$ cat src/hw/rtl/lups_pkg.sv
// ----------------------------------------------------------------------------
// lups_pkg
// Shared types, codes and Q32.32 helpers of the pivoting LU solver.
// ----------------------------------------------------------------------------
package lups_pkg;

  localparam int MAX_SIZE_DEF = 16;
  localparam int MS_W         = 5;
  localparam int MS_RESET     = 16;

  localparam logic signed [63:0] Q_ONE   = 64'sh0000_0001_0000_0000;
  localparam logic signed [63:0] Q_MAX   = 64'sh7FFF_FFFF_FFFF_FFFF;
  localparam logic signed [63:0] Q_MIN   = 64'sh8000_0000_0000_0000;
  localparam logic signed [63:0] Q_LSB   = 64'sh0000_0000_0000_0001;

  typedef enum logic [1:0] {
    CMD_LOAD_A = 2'd0,
    CMD_LOAD_B = 2'd1,
    CMD_SOLVE  = 2'd2,
    CMD_NONE   = 2'd3
  } cmd_t;

  typedef struct packed {
    logic [1:0]         command;
    logic [3:0]         row;
    logic [3:0]         column;
    logic signed [63:0] value;
  } in_req_t;

  typedef struct packed {
    logic [3:0]         element_index;
    logic signed [63:0] solution_value;
    logic               status;
    logic               last;
  } out_res_t;

  function automatic logic [63:0] q_mag(input logic signed [63:0] v);
    return v[63] ? (64'd0 - v) : v;
  endfunction

  function automatic logic signed [63:0] from_mag(input logic neg, input logic [63:0] mag,
                                                  input logic ovf);
    logic signed [63:0] r;
    if (neg) begin
      if (ovf || mag[63]) r = Q_MIN;
      else r = 64'd0 - mag;
    end else begin
      if (ovf || mag[63]) r = Q_MAX;
      else r = mag;
    end
    return r;
  endfunction

  function automatic logic signed [63:0] q_abs(input logic signed [63:0] v);
    return from_mag(1'b0, q_mag(v), 1'b0);
  endfunction

  function automatic logic signed [63:0] q_sub(input logic signed [63:0] a,
                                               input logic signed [63:0] b);
    logic [63:0] r;
    logic signed [63:0] res;
    r = a - b;
    if ((a[63] != b[63]) && (r[63] != a[63])) res = a[63] ? Q_MIN : Q_MAX;
    else res = r;
    return res;
  endfunction

endpackage

$ cat src/hw/rtl/lups_mul.sv
// ----------------------------------------------------------------------------
// lups_mul
// Saturating Q32.32 multiplier, four 32x32 partial products over cycles.
// ----------------------------------------------------------------------------
module lups_mul
  import lups_pkg::*;
(
  input  logic               clk,
  input  logic               rst_n,
  input  logic               start,
  input  logic signed [63:0] a,
  input  logic signed [63:0] b,
  output logic               done,
  output logic signed [63:0] p
);

  logic [63:0]        xm_r, ym_r, pp_r;
  logic               neg_r, busy_r, done_r;
  logic [2:0]         cnt_r;
  logic [127:0]       acc_r;
  logic signed [63:0] p_r;
  logic [1:0]         am;
  logic [31:0]        xs, ys;
  logic [127:0]       addend;
  logic [63:0]        q0, q1;
  logic               rnd, ovf;

  always_comb begin
    xs = cnt_r[1] ? xm_r[63:32] : xm_r[31:0];
    ys = cnt_r[0] ? ym_r[63:32] : ym_r[31:0];
    am = 2'(cnt_r - 3'd1);
    case (am)
      2'd0:    addend = {64'd0, pp_r};
      2'd3:    addend = {pp_r, 64'd0};
      default: addend = {32'd0, pp_r, 32'd0};
    endcase
    q0  = acc_r[95:32];
    rnd = neg_r && (acc_r[31:0] != 32'd0);
    q1  = q0 + {63'd0, rnd};
    ovf = (acc_r[127:96] != 32'd0) || (rnd && (q1 == 64'd0));
  end

  always_ff @(posedge clk) begin
    if (!rst_n) begin
      busy_r <= 1'b0;
      done_r <= 1'b0;
      cnt_r  <= 3'd0;
    end else begin
      done_r <= 1'b0;
      if (start) begin
        busy_r <= 1'b1;
        cnt_r  <= 3'd0;
      end else if (busy_r) begin
        if (cnt_r == 3'd5) begin
          busy_r <= 1'b0;
          done_r <= 1'b1;
        end
        cnt_r <= cnt_r + 3'd1;
      end
    end
  end

  always_ff @(posedge clk) begin
    if (start) begin
      xm_r  <= q_mag(a);
      ym_r  <= q_mag(b);
      neg_r <= a[63] ^ b[63];
      acc_r <= 128'd0;
    end else if (busy_r) begin
      if (cnt_r < 3'd4) begin
        pp_r <= {32'd0, xs} * {32'd0, ys};
      end
      if ((cnt_r >= 3'd1) && (cnt_r <= 3'd4)) begin
        acc_r <= acc_r + addend;
      end
      if (cnt_r == 3'd5) begin
        p_r <= from_mag(neg_r, q1, ovf);
      end
    end
  end

  assign done = done_r;
  assign p    = p_r;

endmodule

$ cat config.mk
export PLATFORM = sky130hd
export DESIGN_NAME = lups_mul
export DESIGN_NICKNAME = d
export VERILOG_FILES = /design/src/hw/rtl/lups_pkg.sv /design/src/hw/rtl/lups_mul.sv
export SDC_FILE = /design/constraint.sdc
export NUM_CORES = 2
export LEC_CHECK = 0
export ABC_AREA = 0
export CORE_UTILIZATION = 45
export CTS_CLUSTER_DIAMETER = 60
export DETAILED_ROUTE_END_ITERATION = 6
export DONT_BUFFER_PORTS = 1
export PLACE_DENSITY = 0.65
export SKIP_CTS_REPAIR_TIMING = 1
export SYNTH_ARGS = -nofsm -noshare
export SYNTH_HDL_FRONTEND = slang
export SYNTH_SLANG_ARGS = --single-unit
$ cat constraint.sdc
create_clock -name clk -period 16.6 [get_ports clk]
set_input_delay 0.83 -clock clk [delete_from_list [all_inputs] [get_ports clk]]
set_output_delay 0.83 -clock clk [all_outputs]
set_load 0.005 [all_outputs]
==> impl_metrics.json <==
{
  "fin_ws_ns": 6.25,
  "cts-buffers-inserted": 55,
  "syn_area_um2": 61600,
  "synth_nets": 8594,
  "area_growth_pct": 6.30,
  "rows": 135,
  "cts_tree": "done",
  "clk_latency_ns": 0.72,
  "grt_usage": 0.324,
  "place_worst_setup_slack_ns": 6.26,
  "path_max_fanout": 53,
  "gpl.final_weighted_congestion": 1.02,
  "startpoint": "cnt_r[0]",
  "arrival_ns": 10.79,
  "seq_area_frac_synth": 0.169,
  "dr.pass1.iters": 5,
  "post-route-cell-area_um2": 65500,
  "rsz0062_at_grt": "no",
  "cts_max_level": 2,
  "die_h_um": 372,
  "max_freq_mhz": 96.6,
  "grt_max_degree": 216,
  "nNetsFinal": 8372,
  "synth_edf_count": 257,
  "die_w_um": 372,
  "routed_wl_um": 223000,
  "synth-seq-cells": 390,
  "critPathSlowestCell": "mux2i_4",
  "antenna_found_initial": 2,
  "detail-route-antenna-nets": 0,
  "synthFlopType": "edfxtp_1",
  "r2r-start": "cnt_r[0]",
  "outcome": "finished clean",
  "route.detailed.drc": 0,
  "post_drt_wl_per_cell_um": 25.4,
  "synth_warnings": 0,
  "worst_pin_slew_ns": 1.15,
  "critPathBufInv": 5,
  "port_buffers": 0,
  "worstSetupStartpointType": "flip-flop",
  "worstSetupPathType": "reg2reg",
  "grt_pass1_vias": 53300,
  "hold_start": "b[0]",
  "max_cap_viol_count": 0,
  "dp.final_hpwl_um": 172000,
  "clock_path_buffers": 3,
  "crit_path_frequent_cell": "fa_1",
  "final_cell_mix": "inv_1, nand2_1, fa_1",
  "grt_pass1_wl_um": 333000,
  "core-area_um2": 136000,
  "cpPeakStageDelay_ns": 1.02,
  "setup_tns_ns": 0,
  "drv_slew": 0,
  "crit_required_ns": 17.04,
  "drive_above_1_share": 0.0514,
  "overflow": 0,
  "via_per_inst": 5.96,
  "synthDistinctLibCells": 78,
  "finalSetupViolations": 0,
  "ios": 196,
  "place_area_um2": 63500,
  "slew-limit-headroom": 0.215,
  "start_util": 0.454,
  "finalHoldViolations": 0,
  "path_clk_slew_ns": 0.06,
  "drtIter0Drc": 4878,
  "async_reset_ff_frac": 0,
  "synthCells": 7166,
  "crit_family": "adder cells",
  "hold_path_class": "in2reg",
  "period_needed_ns": 10.35,
  "final_common_cell": "inv_1",
  "num-fill-cells": 13000,
  "end_kind": "flip-flop",
  "synth_area_per_cell_um2": 8.59,
  "clock_skew_ns": 0.0827,
  "fin_crit_sh": 0.624,
  "die_area_um2": 138000,
  "clkSinkCount": 390,
  "vias": 52300,
  "cts_root_buf": "clkbuf_16"
}
==> state kept, by name (all words and copies together) (netlist names) <==
signal / count
neg_r: 1
acc_r: 128
p: 64
cnt_r: 3
done: 1
ym_r: 64
xm_r: 64
busy_r: 1
pp_r: 64
==> stage by stage <==
step	hold WS (ns)	util	cells
after floorplan	0.449	-	7166
final	0.260	0.483	8774
after global routing	0.239	0.483	8772
after CTS	0.220	0.483	8772
after global placement	0.461	0.468	8668
after detailed placement	0.469	0.468	8668
==> worst paths after layout <==
path / slack, ns / endpoint / depth (start not counted)
setup / recovery: 6.25 / pp_r[56] / 27
hold / removal: 0.26 / ym_r[0] / 0
setup reg to reg: 6.25 / pp_r[56] / 27
hold reg to reg: 0.48 / acc_r[25] / 2
==> cell families after synthesis <==
family,Yosys count,share of synthesized area
AO/OA/AOI/OAI,1230,0.126
XOR/XNOR,365,0.0519
adder cells (fa/ha/maj),1297,0.373
buffers and inverters,1315,0.0803
flip-flops,390,0.169
multiplexers,143,0.0245
AND/OR/NAND/NOR,2426,0.175
==> area by class of cell <==
class | count | area [um^2] | area share
Timing Repair Buffer | 90 | 676 | 0.0103
Multi-Input combinational cell | 5461 | 46600 | 0.712
Inverter | 946 | 3550 | 0.0542
Antenna cell | 2 | 5.00 | 0.0000765
Tap cell | 1781 | 2230 | 0.0340
Sequential cell | 390 | 10400 | 0.159
Clock inverter | 41 | 529 | 0.00809
Clock buffer | 63 | 1450 | 0.0221
==> per-layer routing <==
layer | vias to the layer above | GRT usage | share of wire
met2 | 2822 | 0.507 | 0.44
li1 | 23100 | - | -
met3 | 661 | 0.0820 | 0.10
met5 | - | 0 | 0.00012
met4 | 4 | 0.191 | 0.072
met1 | 25700 | 0.403 | 0.38
==> worst register-to-register path, stage by stage (launching register included) <==
cell and delay, ns:
dfxtp_4 0.49, buf_4 0.76, mux2i_4 1.03, nor2_1 0.19, fa_1 0.61, fa_1 0.45, fa_1 0.51, inv_1 0.05
fa_1 0.48, inv_1 0.05, fa_1 0.48, fa_1 0.50, fa_1 0.49, inv_1 0.05, fa_1 0.50, inv_1 0.05
ha_1 0.35, a211oi_1 0.23, o21bai_1 0.15, o31ai_1 0.30, nand2_1 0.15, a211o_1 0.28, a41oi_1 0.50, o31ai_1 0.30
a211oi_1 0.57, o21bai_1 0.24, a21boi_0 0.25, xnor2_1 0.10
==> cell usage after synthesis, types with 89 or more instances <==
master	count	area, um^2
fa_1	897	18000
ha_1	400	5000
clkbuf_1	340	1280
a21o_1	128	961
nor2_1	810	3040
a21oi_1	372	1860
nand4_1	96	601
edfxtp_1	257	7720
nand3_1	103	515
dfxtp_1	133	2660
xnor2_1	276	2420
xor2_1	89	780
nand2_1	932	3500
inv_1	945	3550
o21ai_0	295	1480
Power is not shown: default switching activity piles up to over one toggle a cycle in this logic, so the estimate is an artifact.
