File: src/hw/rtl/lups_pkg.sv
// ----------------------------------------------------------------------------
// lups_pkg
// Shared types, codes and Q32.32 helpers of the pivoting LU solver.
// ----------------------------------------------------------------------------
package lups_pkg;

  localparam int MAX_SIZE_DEF = 16;
  localparam int MS_W         = 5;
  localparam int MS_RESET     = 16;

  localparam logic signed [63:0] Q_ONE   = 64'sh0000_0001_0000_0000;
  localparam logic signed [63:0] Q_MAX   = 64'sh7FFF_FFFF_FFFF_FFFF;
  localparam logic signed [63:0] Q_MIN   = 64'sh8000_0000_0000_0000;
  localparam logic signed [63:0] Q_LSB   = 64'sh0000_0000_0000_0001;

  typedef enum logic [1:0] {
    CMD_LOAD_A = 2'd0,
    CMD_LOAD_B = 2'd1,
    CMD_SOLVE  = 2'd2,
    CMD_NONE   = 2'd3
  } cmd_t;

  typedef struct packed {
    logic [1:0]         command;
    logic [3:0]         row;
    logic [3:0]         column;
    logic signed [63:0] value;
  } in_req_t;

  typedef struct packed {
    logic [3:0]         element_index;
    logic signed [63:0] solution_value;
    logic               status;
    logic               last;
  } out_res_t;

  function automatic logic [63:0] q_mag(input logic signed [63:0] v);
    return v[63] ? (64'd0 - v) : v;
  endfunction

  function automatic logic signed [63:0] from_mag(input logic neg, input logic [63:0] mag,
                                                  input logic ovf);
    logic signed [63:0] r;
    if (neg) begin
      if (ovf || mag[63]) r = Q_MIN;
      else r = 64'd0 - mag;
    end else begin
      if (ovf || mag[63]) r = Q_MAX;
      else r = mag;
    end
    return r;
  endfunction

  function automatic logic signed [63:0] q_abs(input logic signed [63:0] v);
    return from_mag(1'b0, q_mag(v), 1'b0);
  endfunction

  function automatic logic signed [63:0] q_sub(input logic signed [63:0] a,
                                               input logic signed [63:0] b);
    logic [63:0] r;
    logic signed [63:0] res;
    r = a - b;
    if ((a[63] != b[63]) && (r[63] != a[63])) res = a[63] ? Q_MIN : Q_MAX;
    else res = r;
    return res;
  endfunction

endpackage

File: src/hw/rtl/lups_div.sv
// ----------------------------------------------------------------------------
// lups_div
// Saturating Q32.32 divider, restoring, one quotient bit per cycle.
// ----------------------------------------------------------------------------
module lups_div
  import lups_pkg::*;
(
  input  logic               clk,
  input  logic               rst_n,
  input  logic               start,
  input  logic signed [63:0] a,
  input  logic signed [63:0] b,
  output logic               done,
  output logic signed [63:0] q
);

  logic [95:0]        dvd_r;
  logic [63:0]        ub_r, rem_r, quo_r;
  logic               neg_r, ovf_r, busy_r, fin_r, done_r;
  logic [6:0]         cnt_r;
  logic signed [63:0] q_r;
  logic [63:0]        r2, rem_nxt;
  logic               ge;

  always_comb begin
    r2      = {rem_r[62:0], dvd_r[95]};
    ge      = r2 >= ub_r;
    rem_nxt = ge ? (r2 - ub_r) : r2;
  end

  always_ff @(posedge clk) begin
    if (!rst_n) begin
      busy_r <= 1'b0;
      fin_r  <= 1'b0;
      done_r <= 1'b0;
    end else begin
      done_r <= 1'b0;
      fin_r  <= 1'b0;
      if (start) begin
        if (q_mag(b) == 64'd0) begin
          done_r <= 1'b1;
        end else begin
          busy_r <= 1'b1;
        end
      end else if (busy_r) begin
        if (cnt_r == 7'd0) begin
          busy_r <= 1'b0;
          fin_r  <= 1'b1;
        end
      end else if (fin_r) begin
        done_r <= 1'b1;
      end
    end
  end

  always_ff @(posedge clk) begin
    if (start) begin
      dvd_r <= {q_mag(a), 32'd0};
      ub_r  <= q_mag(b);
      neg_r <= a[63] ^ b[63];
      rem_r <= 64'd0;
      quo_r <= 64'd0;
      ovf_r <= 1'b0;
      cnt_r <= 7'd95;
      q_r   <= a[63] ? Q_MIN : Q_MAX;
    end else if (busy_r) begin
      dvd_r <= {dvd_r[94:0], 1'b0};
      rem_r <= rem_nxt;
      quo_r <= {quo_r[62:0], ge};
      ovf_r <= ovf_r | quo_r[63];
      cnt_r <= cnt_r - 7'd1;
    end else if (fin_r) begin
      q_r <= from_mag(neg_r, quo_r, ovf_r);
    end
  end

  assign done = done_r;
  assign q    = q_r;

endmodule

File: config.mk
export PLATFORM = sky130hd
export DESIGN_NAME = lups_div
export DESIGN_NICKNAME = d
export VERILOG_FILES = /design/src/hw/rtl/lups_pkg.sv /design/src/hw/rtl/lups_div.sv
export SDC_FILE = /design/constraint.sdc
export NUM_CORES = 1
export LEC_CHECK = 0
export BUFFER_PORTS_ARGS = -buffer_cell sky130_fd_sc_hd__buf_2
export CAP_MARGIN = 20
export CELL_PAD_IN_SITES_DETAIL_PLACEMENT = 0
export CELL_PAD_IN_SITES_GLOBAL_PLACEMENT = 1
export CORE_UTILIZATION = 40
export CTS_BUF_LIST = sky130_fd_sc_hd__clkbuf_16
export DETAILED_ROUTE_END_ITERATION = 8
export PLACE_DENSITY_LB_ADDON = 0.1
export SYNTH_ARGS = -nofsm -noshare
export SYNTH_HDL_FRONTEND = slang
export SYNTH_SLANG_ARGS = --single-unit
export TNS_END_PERCENT = 1
File: constraint.sdc
create_clock -name clk -period 5.3 [get_ports clk]
set_clock_uncertainty 0.2 [all_clocks]
set_input_delay 0.795 -clock clk [delete_from_list [all_inputs] [get_ports clk]]
set_output_delay 0.795 -clock clk [all_outputs]
set_load 0.02 [all_outputs]
==> results.cfg <==
[timing]
holdWs_ns = 0.2515
relSlewSlack = 0.3313
final_max_slew_viol_count = 0
finalSetupViolations = 0
finalHoldViolations = 0
min_period_ns = 4.408
setup_tns_ns = 0
tightest_slew_ns = 0.9939
fin_crit_sh = 0.8316
fmax_mhz = 226.9
rsz0062_at_grt = false

[die]
num_rows = 84
dieHeight_um = 232.2
ios = 196
start_util = 0.4042
die_area_um2 = 53920
core_um2 = 52450
die_x_um = 232.2

[setup_path]
critPathMostFrequentCell = or4_1
cp.required_ns = 5.38
cp-start-kind = flip-flop
crit_path_end_kind = flip-flop
critPathTopFamily = simple AND/OR/NAND/NOR gates
critPathLaunch = quo_r[13]
crit_buf_inv = 0
worstPathCellList = or4_1 -> or4b_1 -> or4_1 -> nor3_1 -> nand2_1 -> or2_1 -> or3_1 -> o41ai_1 -> xnor2_1 -> o21ai_1
critPathSlowestCell = or4b_1
worstSetupPathType = flip-flop to flip-flop
arrival_ns = 4.49
slowest_delay_ns = 0.62
timing.rr.start = quo_r[13]
crit_fanout = 7

[run_status]
outcome = finished clean

[layout]
syn_to_final_growth_pct = 13.88
drive_gt1_frac = 0.1280
fin_nets = 2747
final_common_cell = nor2_1
layout_common_cells = nor2_1 (335), a21oi_1 (207), buf_2 (194), edfxtp_1 (193), nand2_1 (185)
utilization = 0.4603

[detailed_routing]
drtIter0Drc = 1318
antenna_left = 0
vias = 18060
top_layer = met4
drt_pass1_iterations = 5
drt-vias-per-instance = 5.526
met2_length_mm = 26.38
drc_errors = 0
wl_per_cell_um = 18.81
met3_length_mm = 2.859
wirelength_mm = 61.47
wl_met1_mm = 31.08

[place]
gp_congestion = 0.9095
port_buffers = 195
dpl.hpwl_mm = 45.36

[global_routing]
grt_start_max_net_pins = 157
antenna_found_initial = 2
grt_overflow_total = 0
grt_usage = 0.2253
grt_pass1_vias = 17010
grt_pass1_wl_mm = 96.26

[synth]
synth.avg_cell_area_um2 = 8.771
syn_inst = 2417
synth_edf_count = 193
ys_seq_area_frac = 0.4037
syn_area_um2 = 21200
synth.distinct_cells = 85
ys_warn_count = 0
synth_nets = 2619
synthArstFlopShare = 0
ys.flop_type = edfxtp_1
ys_ff_latch = 331

[power]
power-per-cell-area_nw_per_um2 = 290.5
power.leakage_nw = 9.753
peakVddDrop_v = 0.0002248

[clocking]
cts_htree_levels = 2
postCtsSetupBuffers = 0
root_buffer = clkbuf_16
cts_tree = done
clk_pin_slew_ns = 0.06
clk_latency_ns = 0.57
clock_path_buffers = 3
cts_buffers = 41
cts_hold_buf = 0
ctsResizeCount = 0
clock_sinks = 331

[worst_hold_path]
min_from = cnt_r[6]
hp-class = flip-flop to flip-flop

[flow_run]
drv_cap = 0
==> registers in the layout (all words and copies together), names as in the netlist, 7 cells and up <==
name and count:
cnt_r 7, dvd_r 64, q 64, quo_r 64, rem_r 63, ub_r 64
==> layer usage <==
layer  vias to the layer above  track usage
li1                       9039            -
met1                      8560       0.3403
met2                       390       0.3347
met3                        69      0.02824
met4                         0      0.05839
met5                         -            0
==> path summary, 6_finish.rpt <==
kind	slack, ns	to	cells past startpoint
min reg2reg	0.25	fin_r	1
max reg2reg	0.89	q[54]	10
max	0.89	q[54]	10
min	0.25	fin_r	1
==> layout make-up <==
type,instances,area [µm²]
Inverter,93,349.1
Clock buffer,41,1026
Antenna cell,2,5.005
Tap cell,688,860.8
Sequential cell,331,8562
Multi-Input combinational cell,1849,11760
Timing Repair Buffer,229,1274
Clock inverter,35,307.8
Fill cell,5197,28300
==> synth_stat cells, types with 7 or more instances <==
cell type	number	area share
nor2_1	336	0.059
a21oi_1	207	0.049
edfxtp_1	193	0.27
nand2_1	185	0.033
o21ai_0	140	0.033
dfxtp_1	138	0.13
xnor2_1	133	0.055
clkbuf_1	120	0.021
xor2_1	100	0.041
inv_1	93	0.016
mux2i_1	76	0.036
ha_1	70	0.041
o31ai_1	48	0.017
a21o_1	39	0.014
nor3_1	37	0.0087
nor4_1	37	0.011
nand4_1	35	0.010
or3_1	31	0.0091
a211oi_1	30	0.011
o21ai_1	30	0.0071
o41ai_1	29	0.012
nand3_1	27	0.0064
or4_1	26	0.0092
buf_1	21	0.0037
nand2b_1	20	0.0059
o211ai_1	17	0.0060
a31oi_1	14	0.0041
a22o_1	13	0.0054
nor2b_1	12	0.0035
a22oi_1	10	0.0035
o21a_1	10	0.0035
o21bai_1	10	0.0035
or2_1	9	0.0027
mux2_2	8	0.0042
o211a_1	8	0.0038
and3_1	7	0.0021
nand3b_1	7	0.0025
==> logic make-up (layout without fill, tap and decap cells) <==
family	count (synthesis)	count (layout)	share of synthesized area
multiplexers	84	84	0.04013
adder cells (fa/ha/maj)	71	71	0.04226
other	0	2	0
buffers and inverters	237	398	0.04285
XOR/XNOR	234	234	0.09703
flip-flops	331	331	0.4037
AND/OR/NAND/NOR	806	806	0.1798
AO/OA/AOI/OAI	654	654	0.1942
==> metrics by stage <==
step	std cells	power (mW)	setup slack (ns)	area [µm²]
2_1_floorplan	2417	3.847	0.8419	21200
3_3_place_gp	3189	4.268	0.4677	22790
3_5_place_dp	3189	4.272	0.3985	22790
4_1_cts	3265	7.084	0.9222	24120
5_1_grt	3268	7.340	0.6791	24140
6_report	3268	7.013	0.8923	24140
==> power by group <==
part | switching [mW] | internal, mW | total [mW]
clock | 1.13 | 1.66 | 2.78
sequential | 0.0879 | 2.92 | 3.01
combinational | 0.786 | 0.434 | 1.22
total | 2.00 | 5.01 | 7.01
==> worst register-to-register path, delay by kind of cell (launching register included) <==
family,cells,cell delay [ns]
AO/OA/AOI/OAI,2,0.47
XOR/XNOR,1,0.17
flip-flops,1,0.37
AND/OR/NAND/NOR,7,2.93
(Power assumes the default switching activity.)
