## config.mk

```make
export PLATFORM = sky130hd
export DESIGN_NAME = lups_ram
export DESIGN_NICKNAME = d
export VERILOG_FILES = /design/src/hw/rtl/lups_ram.sv
export SDC_FILE = /design/constraint.sdc
export NUM_CORES = 1
export LEC_CHECK = 0
export BUFFER_PORTS_ARGS = -buffer_cell sky130_fd_sc_hd__buf_2
export CORE_MARGIN = 2
export CORE_UTILIZATION = 40
export DETAILED_ROUTE_END_ITERATION = 16
export SETUP_SLACK_MARGIN = 0.05
export SYNTH_ARGS = -nofsm -noshare
export SYNTH_HDL_FRONTEND = slang
export SYNTH_SLANG_ARGS = --single-unit
```

## constraint.sdc

```tcl
create_clock -name clk -period 7.1 [get_ports clk]
set_clock_uncertainty 0.2 [all_clocks]
set_input_delay 0 -clock clk [delete_from_list [all_inputs] [get_ports clk]]
set_output_delay 0 -clock clk [all_outputs]
set_load 0.05 [all_outputs]
```

## src/hw/rtl/lups_ram.sv

```systemverilog
// ----------------------------------------------------------------------------
// lups_ram
// Generic simple dual-port RAM, one write and one registered read port.
// ----------------------------------------------------------------------------
module lups_ram #(
  parameter int WIDTH = 64,
  parameter int DEPTH = 16
) (
  input  logic                                  clk,
  input  logic                                  we,
  input  logic [(DEPTH > 1 ? $clog2(DEPTH) : 1)-1:0] waddr,
  input  logic [WIDTH-1:0]                      wdata,
  input  logic [(DEPTH > 1 ? $clog2(DEPTH) : 1)-1:0] raddr,
  output logic [WIDTH-1:0]                      rdata
);

  logic [WIDTH-1:0] mem_r [DEPTH];
  logic [WIDTH-1:0] rdata_r;

  always_ff @(posedge clk) begin
    if (we) begin
      mem_r[waddr] <= wdata;
    end
    rdata_r <= mem_r[raddr];
  end

  assign rdata = rdata_r;

endmodule

```

==> results of run 1 <==
==> flip-flops by register name, summed over array words and instances (netlist names) <==
name,cells
mem_r,1024
rdata,64
==> placed cells by master (no fill, tap or decap), drive strengths merged <==
cell         count
nor2            13
edfxtp        1024
nand2           65
a22oi          128
nor3             4
clkbuf         138
buf            177
nand2b           2
diode            1
nand3b           2
dlygate4sd3     76
clkinv          44
clkinvlp         6
mux4           256
inv              5
or3b             1
bufinv          11
and2             1
dfxtp           64
nand3            1
nor2b            2
==> worst min path at each step <==
stage | from | endpoint | slack (ps)
6_report | wdata[30] | mem_r[4][30] | 50
5_1_grt | wdata[26] | mem_r[13][26] | 40
4_1_cts | wdata[30] | mem_r[4][30] | 20
3_5_place_dp | wdata[18] | mem_r[6][18] | 190
3_3_place_gp | wdata[22] | mem_r[14][22] | 160
2_1_floorplan | wdata[0] | mem_r[0][0] | -100
==> area by class of cell <==
type / count / area [µm²]
multi-input cells: 475 / 7230
flip-flops and latches: 1088 / 32000
repair buffers: 253 / 1790
fillers: 7975 / 52000
clock buffers: 138 / 2920
clock inverters: 66 / 659
diodes: 1 / 2.50
well taps: 1287 / 1610
==> metrics by stage <==
stage                     total power [µW]  std cells
after detailed placement              8130       3027
after global routing                 14100       3307
final                                13700       3308
after CTS                            13800       3307
after global placement                8110       3027
after floorplan                       7850       1647
==> power groups by stage <==
stage	combinational, µW	sequential, µW	clock [µW]
after detailed placement	763	7370	0
after CTS	803	7230	5810
after global placement	748	7360	0
final	789	7230	5680
after global routing	844	7240	6050
after floorplan	342	7510	0
==> routing by layer <==
metal / vias up / routed length (µm) / share of wire (%)
met1: 9891 / 37500 / 42
met3: 129 / 5250 / 5.9
met4: 8 / 1510 / 1.7
met2: 572 / 44200 / 50
li1: 7622 / - / -
met5: - / 54 / 0.061
==> worst max-delay path: stages <==
cell	delay, ps
dlygate4sd3_1	530
buf_2	140
or3b_2	540
dlygate4sd3_1	690
nor2_4	620
buf_4	870
==> logic make-up after synthesis <==
logic type,count (synthesis)
buffers and inverters,84
AOI/OAI and AO/OA,128
and+or+nand+nor,91
DFF,1088
muxes,256
==> results_dict.tcl, run 1 <==
set metrics [dict create \
    outcome "finished, final reports clean" \
    hold_path_depth 2 \
    yosys.area_share.simple_pct 0.942 \
    synthesis.area_um2 39600 \
    grt_pass1_vias 19500 \
    cts_root_buffer "clkbuf_16" \
    die-width_um 319 \
    cts_buffers 108 \
    critical_path.endpoint "mem_r[1][43]" \
    hold-worst-slack_ps 53.9 \
    grt_max_degree 107 \
    final.setup.worst_slack_ps 3750 \
    critPathLaunchType "primary input" \
    synth_cell_types 18 \
    cts_tree "done" \
    r2r_setup_slack_ps 5150 \
    grt_overflow 0 \
    clk_pin_slew_ps 60 \
    drt_iter0_drc 1907 \
    clock_path_buffers 3 \
    htree_levels 3 \
    p_int_uw 10800 \
    finalCritPeriodShare_pct 47.2 \
    dp_hpwl_um 42700 \
    drtAntennaViolNets 0 \
    dpl_worst_slack_ps 4190 \
    synth_top_family_by_area "multiplexers" \
    r2r_start "mem_r[3][3]" \
    fmax_ghz 0.298 \
    cts_setup_buffers 0 \
    synthTopCellsByArea "edfxtp_1, mux4_2, dfxtp_1" \
    p_per_area_nw_per_um2 296 \
    area_growth_syn_to_layout_pct 16.8 \
    drc 0 \
    relSlewSlack_pct 26.0 \
    startpoint "waddr[2]" \
    final_hold_viol_count 0 \
    fin_crit_ps 3350 \
    p_switching_uw 2940 \
    synth-seq-area-share_pct 80.9 \
    rsz0062_at_grt "false" \
    post_drt_via_cell_ratio 5.51 \
    synth_mux_area_share_pct 14.6 \
    yosysWarnings 0 \
    power_frac_seq_pct 52.8 \
    insertion_delay_ps 670 \
    slew_viol_final 0 \
    synth_compound_area_share_pct 2.43 \
    avgSynthCellArea_um2 24.0 \
    power_frac_comb_pct 5.8 \
    synthAdderAreaFrac_pct 0 \
    setup_tns_ps 0 \
    crit_type "primary input to flop" \
    grt.busiest_layer "met2" \
    hold_path_class "primary input to flop" \
    antenna_found_initial 5 \
    grt_usage_pct 17.5 \
    critical_path.max_fanout 47 \
    setup_viol 0 \
    synth_edf_count 1024 \
    dr.pass1.iters 5 \
    tightest_slew_ps 1110 \
    cts_hold_buf 76 \
    worstPathArrival_ps 3420 \
    dr_total_vias 18200 \
    post_drt_wl_per_cell_um 26.8 \
    die-area_um2 101000 \
    cts_resized 0 \
    syn_inst 1647 \
    gp_congestion 0.689 \
    rr_worst_depth 4 \
    synth_seq_cells 1088 \
    synth_top_area_cell "edfxtp_1" \
    die_y_um 319 \
    critPathRequiredTime_ps 7170 \
    io_buffer_count 137 \
    fin_util_pct 47.1 \
    grt_use_met1_pct 24.3 \
    synth_fp_nets 1721 \
    dpl_cell_area_um2 41900 \
    yosys_most_used_dff "edfxtp_1" \
    synth_xor_area_share_pct 0 \
    synth_top_area_share_pct 77.7 \
    nets 2000 \
    drive_above_1_share_pct 31.0 \
    timing.rr.end "rdata[3]" \
    cap_viol_max_count 0 \
    cts.sinks 1088 \
    synth_async_sr_flop_share_pct 0 \
    p_sw_share_pct 21.4 \
    crit_path_end_kind "flop" \
    fp-row-count 115 \
    ir_drop_mv 0.177 \
    leakagePower_uw 0.0149 \
    io_pins 138 \
    core_area_um2 98300 \
    met3_usage_pct 2.93 \
    drt-total-wl_um 88500 \
    p_clk_share_pct 41.5 \
    initial_core_util_pct 40.3 \
    yosysMostFrequentCell "edfxtp_1" \
    ys_top_cells_by_count "edfxtp_1, mux4_2, a22oi_1, nand2_1, dfxtp_1" \
    grt_first_pass_wirelength_um 130000 \
    design_area_um2 46200 \
    met2_usage_pct 29.1 \
]
Power figures use the tool's default switching activity.
==> run 2, diff against run 1 <==
==> constraint.sdc (replaced) <==
create_clock -name clk -period 3.5 [get_ports clk]
set_clock_uncertainty 0.2 [all_clocks]
set_input_delay 0 -clock clk [delete_from_list [all_inputs] [get_ports clk]]
set_output_delay 0 -clock clk [all_outputs]
set_load 0.05 [all_outputs]
==> run 2 against run 1 <==
Effect of this change:
- cell count is 0.36% higher
- sequential share of layout area is 0.74 points lower
- highest routed layer unchanged
- largest cell class unchanged
- critical endpoint is now rdata[20]
- sequential cell count stayed put
==> results_dict.tcl, run 2 (same netlist as run 1, synthesis figures left out) <==
set metrics [dict create \
    critPathLaunchType "primary input" \
    relSlewSlack_pct 49.2 \
    critical_path.max_fanout 47 \
    drt-total-wl_um 88000 \
    dpl_cell_area_um2 42300 \
    dr_total_vias 18200 \
    clk_pin_slew_ps 60 \
    final_hold_viol_count 0 \
    area_growth_syn_to_layout_pct 18.1 \
    rr_worst_depth 5 \
    htree_levels 3 \
    rsz0062_at_grt "false" \
    startpoint "raddr[0]" \
    grt_overflow 0 \
    fmax_ghz 0.334 \
    grt_first_pass_wirelength_um 130000 \
    gp_congestion 0.679 \
    top_register "mem_r" \
    final_cell_mix "edfxtp_1, mux4_2, buf_2" \
    drc 0 \
    crit_path_end_kind "flop" \
    die_y_um 319 \
    min_from "wdata[10]" \
    post_drt_via_cell_ratio 5.47 \
    hold_path_depth 2 \
    io_buffer_count 137 \
    slew_viol_final 0 \
    crit_type "primary input to flop" \
    dr.pass1.iters 5 \
    setup_viol 0 \
    post_drt_wl_per_cell_um 26.5 \
    finalCritPeriodShare_pct 85.6 \
    largest_reg_flops 1024 \
    worstPathArrival_ps 3350 \
    grt_max_degree 68 \
    p_per_area_nw_per_um2 599 \
    cts_root_buffer "clkbuf_16" \
    initial_core_util_pct 40.3 \
    cap_viol_max_count 0 \
    cts_tree "done" \
    design_area_um2 46700 \
    cts.sinks 1088 \
    leakagePower_uw 0.0150 \
    setup_tns_ps 0 \
    antennaDiodeCount 0 \
    r2r_start "mem_r[11][20]" \
    drive_above_1_share_pct 30.9 \
    grt_usage_pct 17.5 \
    io_pins 138 \
    fp-row-count 115 \
    tightest_slew_ps 762 \
    clock_path_buffers 3 \
    die-area_um2 101000 \
    core_area_um2 98300 \
    cts_buffers 107 \
    ir_drop_mv 0.430 \
    critPathRequiredTime_ps 3860 \
    nets 2013 \
    antenna_found_initial 6 \
    insertion_delay_ps 670 \
    die-width_um 319 \
    grt_pass1_vias 19300 \
    fin_util_pct 47.6 \
    drt_iter0_drc 1862 \
    hold_path_class "primary input to flop" \
    drtAntennaViolNets 0 \
    outcome "finished, final reports clean" \
    layout_commonest_cell "edfxtp_1" \
    fin_crit_ps 3000 \
    dp_hpwl_um 42500 \
]
run 2: changes by cell type in the layout (fill, tap and decap cells not counted), moves of 2 or more:
cell,delta
inv_16,+3
clkinv_8,-2
clkbuf_1,+7
buf_12,+25
nor3_2,-4
nor3_4,+4
clkinv_2,-12
buf_4,-13
clkinv_1,+2
dlygate4sd3_1,+2
clkbuf_8,+4
run 2: area by class of cell:
type | count | area (µm²)
clock inverters | 55 | 658
multi-input cells | 475 | 7260
flip-flops and latches | 1088 | 32000
fillers | 7934 | 51500
clock buffers | 148 | 2970
well taps | 1287 | 1610
repair buffers | 267 | 2210
run 2: per-stage QoR:
step,hold WS (ps),power [µW],cells,setup WS (ps)
2_1_floorplan,-101,15900,1647,-414
3_3_place_gp,162,16500,3039,1270
4_1_cts,9.77,28300,3320,489
6_report,43.2,28000,3320,505
5_1_grt,45.5,28900,3320,298
3_5_place_dp,182,16600,3039,1270
run 2: worst max-delay path, cell delays in order:
cell,delay (ps)
dlygate4sd3_1,560
buf_8,390
buf_12,430
mux4_2,550
a22oi_1,190
dlygate4sd3_1,570
nand2_1,40
dlygate4sd3_1,550
run 2: what timing repair did:
action / CTS / global route
setup buffers: 0 / 0
hold buffers: 78 / 0
resized for setup: 0 / 0
endpoints found under the hold margin: 1342 / 0
endpoints found under the setup margin: 0 / 0
run 2: where the power goes:
| group | switching, µW | internal, µW |
|---|---|---|
| clock network | 4810 | 6860 |
| registers | 108 | 14600 |
| logic | 1050 | 593 |
run 2: layer usage:
layer | up-vias | wire length [µm] | track usage (%)
met3 | 116 | 5130 | 3.09
met1 | 9841 | 39000 | 25.1
met4 | 10 | 1570 | 4.67
met2 | 559 | 42200 | 27.9
met5 | - | 59 | 0
li1 | 7640 | - | -
run 2: path summary, 6_finish.rpt:
check | endpoint | slack (ps)
worst max-delay path | rdata[20] | 500
worst min-delay path | mem_r[3][10] | 40
worst max register to register | rdata[20] | 1010
worst min register to register | rdata[54] | 470
==> run 3, diff against run 2 <==
--- a/config.mk
+++ b/config.mk
@@ -6,6 +6,7 @@
 export NUM_CORES = 1
 export LEC_CHECK = 0
 export BUFFER_PORTS_ARGS = -buffer_cell sky130_fd_sc_hd__buf_2
+export CAP_MARGIN = 10
 export CORE_MARGIN = 2
 export CORE_UTILIZATION = 40
 export DETAILED_ROUTE_END_ITERATION = 16
==> constraint.sdc (replaced) <==
create_clock -name clk -period 2.9 [get_ports clk]
set_clock_uncertainty 0.2 [all_clocks]
set_input_delay 0 -clock clk [delete_from_list [all_inputs] [get_ports clk]]
set_output_delay 0 -clock clk [all_outputs]
set_load 0.05 [all_outputs]
==> run 3 against run 2 <==
Effect of this change:
- non-clock buffer count is 12 higher
- die area unchanged
- register-to-register slack got worse by 590 ps
- cell area rose by 0.12%
- combinational power increased by 22%
- sequential share of layout area down 0.084 points
- clock power grew 13%
- utilization increased by 0.059 points
- critical path type is now flop to flop
==> results_dict.tcl, run 3 (same netlist as run 1, synthesis figures left out) <==
set metrics [dict create \
    outcome "finished, final reports clean" \
    cp.buffers_inverters 2 \
    grt_usage_pct 17.5 \
    crit_path_cell_trace "mux4_2, a22oi_1, dlygate4sd3_1, nand2_1, dlygate4sd3_1" \
    core_area_um2 98300 \
    rsz0062_at_grt "false" \
    cap_viol_max_count 0 \
    cts_buffers 105 \
    nFillCells 7910 \
    cts.sinks 1088 \
    drive_above_1_share_pct 30.9 \
    tightest_slew_ps 786 \
    insertion_delay_ps 690 \
    die-area_um2 101000 \
    io_pins 138 \
    die-width_um 319 \
    largest_reg_flops 1024 \
    fp-row-count 115 \
    crit_path_max_incr_delay_ps 570 \
    area_growth_syn_to_layout_pct 18.2 \
    cp_top_family "buffers and inverters" \
    grt_pass1_vias 19000 \
    drc 0 \
    die_y_um 319 \
    fin_crit_ps 2480 \
    setup_viol 0 \
    grt_max_degree 65 \
    io_buffer_count 137 \
    clk_pin_slew_ps 60 \
    antenna_found_initial 8 \
    power_uw 32900 \
    top_register "mem_r" \
    clock_path_buffers 3 \
    final.setup.worst_slack_ps 417 \
    worstPathArrival_ps 2850 \
    finalCritPeriodShare_pct 85.6 \
    slew_viol_final 0 \
    grt_first_pass_wirelength_um 130000 \
    dpl_worst_slack_ps 807 \
    p_per_area_nw_per_um2 703 \
    cpMostUsedCell "dlygate4sd3_1" \
    critPathRequiredTime_ps 3270 \
    cts_root_buffer "clkbuf_16" \
    critical_path.max_fanout 1 \
    drt_iter0_drc 1764 \
    layout_commonest_cell "edfxtp_1" \
    relSlewSlack_pct 47.5 \
    drt-total-wl_um 89500 \
    crit_type "flop to flop" \
    fmax_ghz 0.403 \
    grt_overflow 0 \
    nets 2023 \
    final_cell_mix "edfxtp_1, mux4_2, buf_2" \
    leakagePower_uw 0.0150 \
    gp_congestion 0.713 \
    final_hold_viol_count 0 \
    hold_path_class "primary input to flop" \
    dr.pass1.iters 5 \
    dp_hpwl_um 43600 \
    post_drt_via_cell_ratio 5.48 \
    critPathLaunchType "flop" \
    drtAntennaViolNets 0 \
    crit_slowest_cell "dlygate4sd3_1" \
    htree_levels 3 \
    crit_path_end_kind "flop" \
    post_drt_wl_per_cell_um 26.9 \
    dr_total_vias 18200 \
    initial_core_util_pct 40.3 \
    ir_drop_mv 0.430 \
    cts_tree "done" \
]
-- run 3: cell types whose count changed in the layout (fill, tap and decap cells not counted), sizes merged --
cell	delta
buf	+11
bufinv	-8
clkinvlp	-2
diode	+3
clkinv	+10
inv	-3
-- run 3: path summary, 6_finish.rpt --
kind	end	cells past startpoint	from	slack, ps
max reg2reg	rdata[3]	5	mem_r[11][3]	420
min reg2reg	rdata[45]	3	mem_r[14][45]	460
max	rdata[3]	5	mem_r[11][3]	420
min	mem_r[0][32]	2	wdata[32]	40
-- run 3: power by group --
part	switching, µW	internal [µW]	total, µW
clock network	5760	7440	13200
logic	1280	737	2010
registers	128	17600	17700
total	7170	25800	32900
-- run 3: worst register-to-register path, delay by kind of cell, from the launching register on --
| family | cells | cell delay, ps |
|---|---|---|
| flip-flops | 1 | 360 |
| AND/OR/NAND/NOR | 1 | 50 |
| AO/OA/AOI/OAI | 1 | 190 |
| buffers and inverters | 2 | 1110 |
| multiplexers | 1 | 470 |
-- run 3: final cells by class --
cell class | count | area (µm²) | share of cell area, %
tap | 1287 | 1610 | 3.44
multi-input combinational | 475 | 7260 | 15.5
timing repair buffer | 279 | 2530 | 5.40
clock inverter | 52 | 444 | 0.949
antenna | 3 | 7.51 | 0.0160
sequential | 1088 | 32000 | 68.4
clock buffer | 147 | 2930 | 6.25
-- run 3: through the flow --
| stage | hold slack, ps | instances | TNS (ps) | util, % | instance area [µm²] |
|---|---|---|---|---|---|
| finish | 43.9 | 3331 | 0 | 47.6 | 46800 |
| global route | 59.1 | 3330 | 0 | 47.6 | 46800 |
| global placement | 162 | 3050 | 0 | 43.4 | 42600 |
| detailed placement | 182 | 3050 | 0 | 43.4 | 42600 |
| CTS | 9.14 | 3329 | 0 | 47.6 | 46800 |
| floorplan | -101 | 1647 | -240130 | - | 39600 |
-- run 3: layer usage --
metal  vias up  part of all wire (%)  routed length (µm)  GRT usage (%)
met5         -                 0.050                  45              0
met4         6                   1.8                1570           4.72
met3       110                   6.2                5560           2.98
met2       602                    47               42400           27.5
met1      9846                    45               40000           25.6
li1       7675                     -                   -              -
-- run 3: timing repair --
item / CTS / global route
hold buffers: 80 / 0
gates resized for setup: 0 / 1
hold endpoints to repair: 1357 / 0
setup endpoints to repair: 0 / 1
setup buffers: 0 / 0
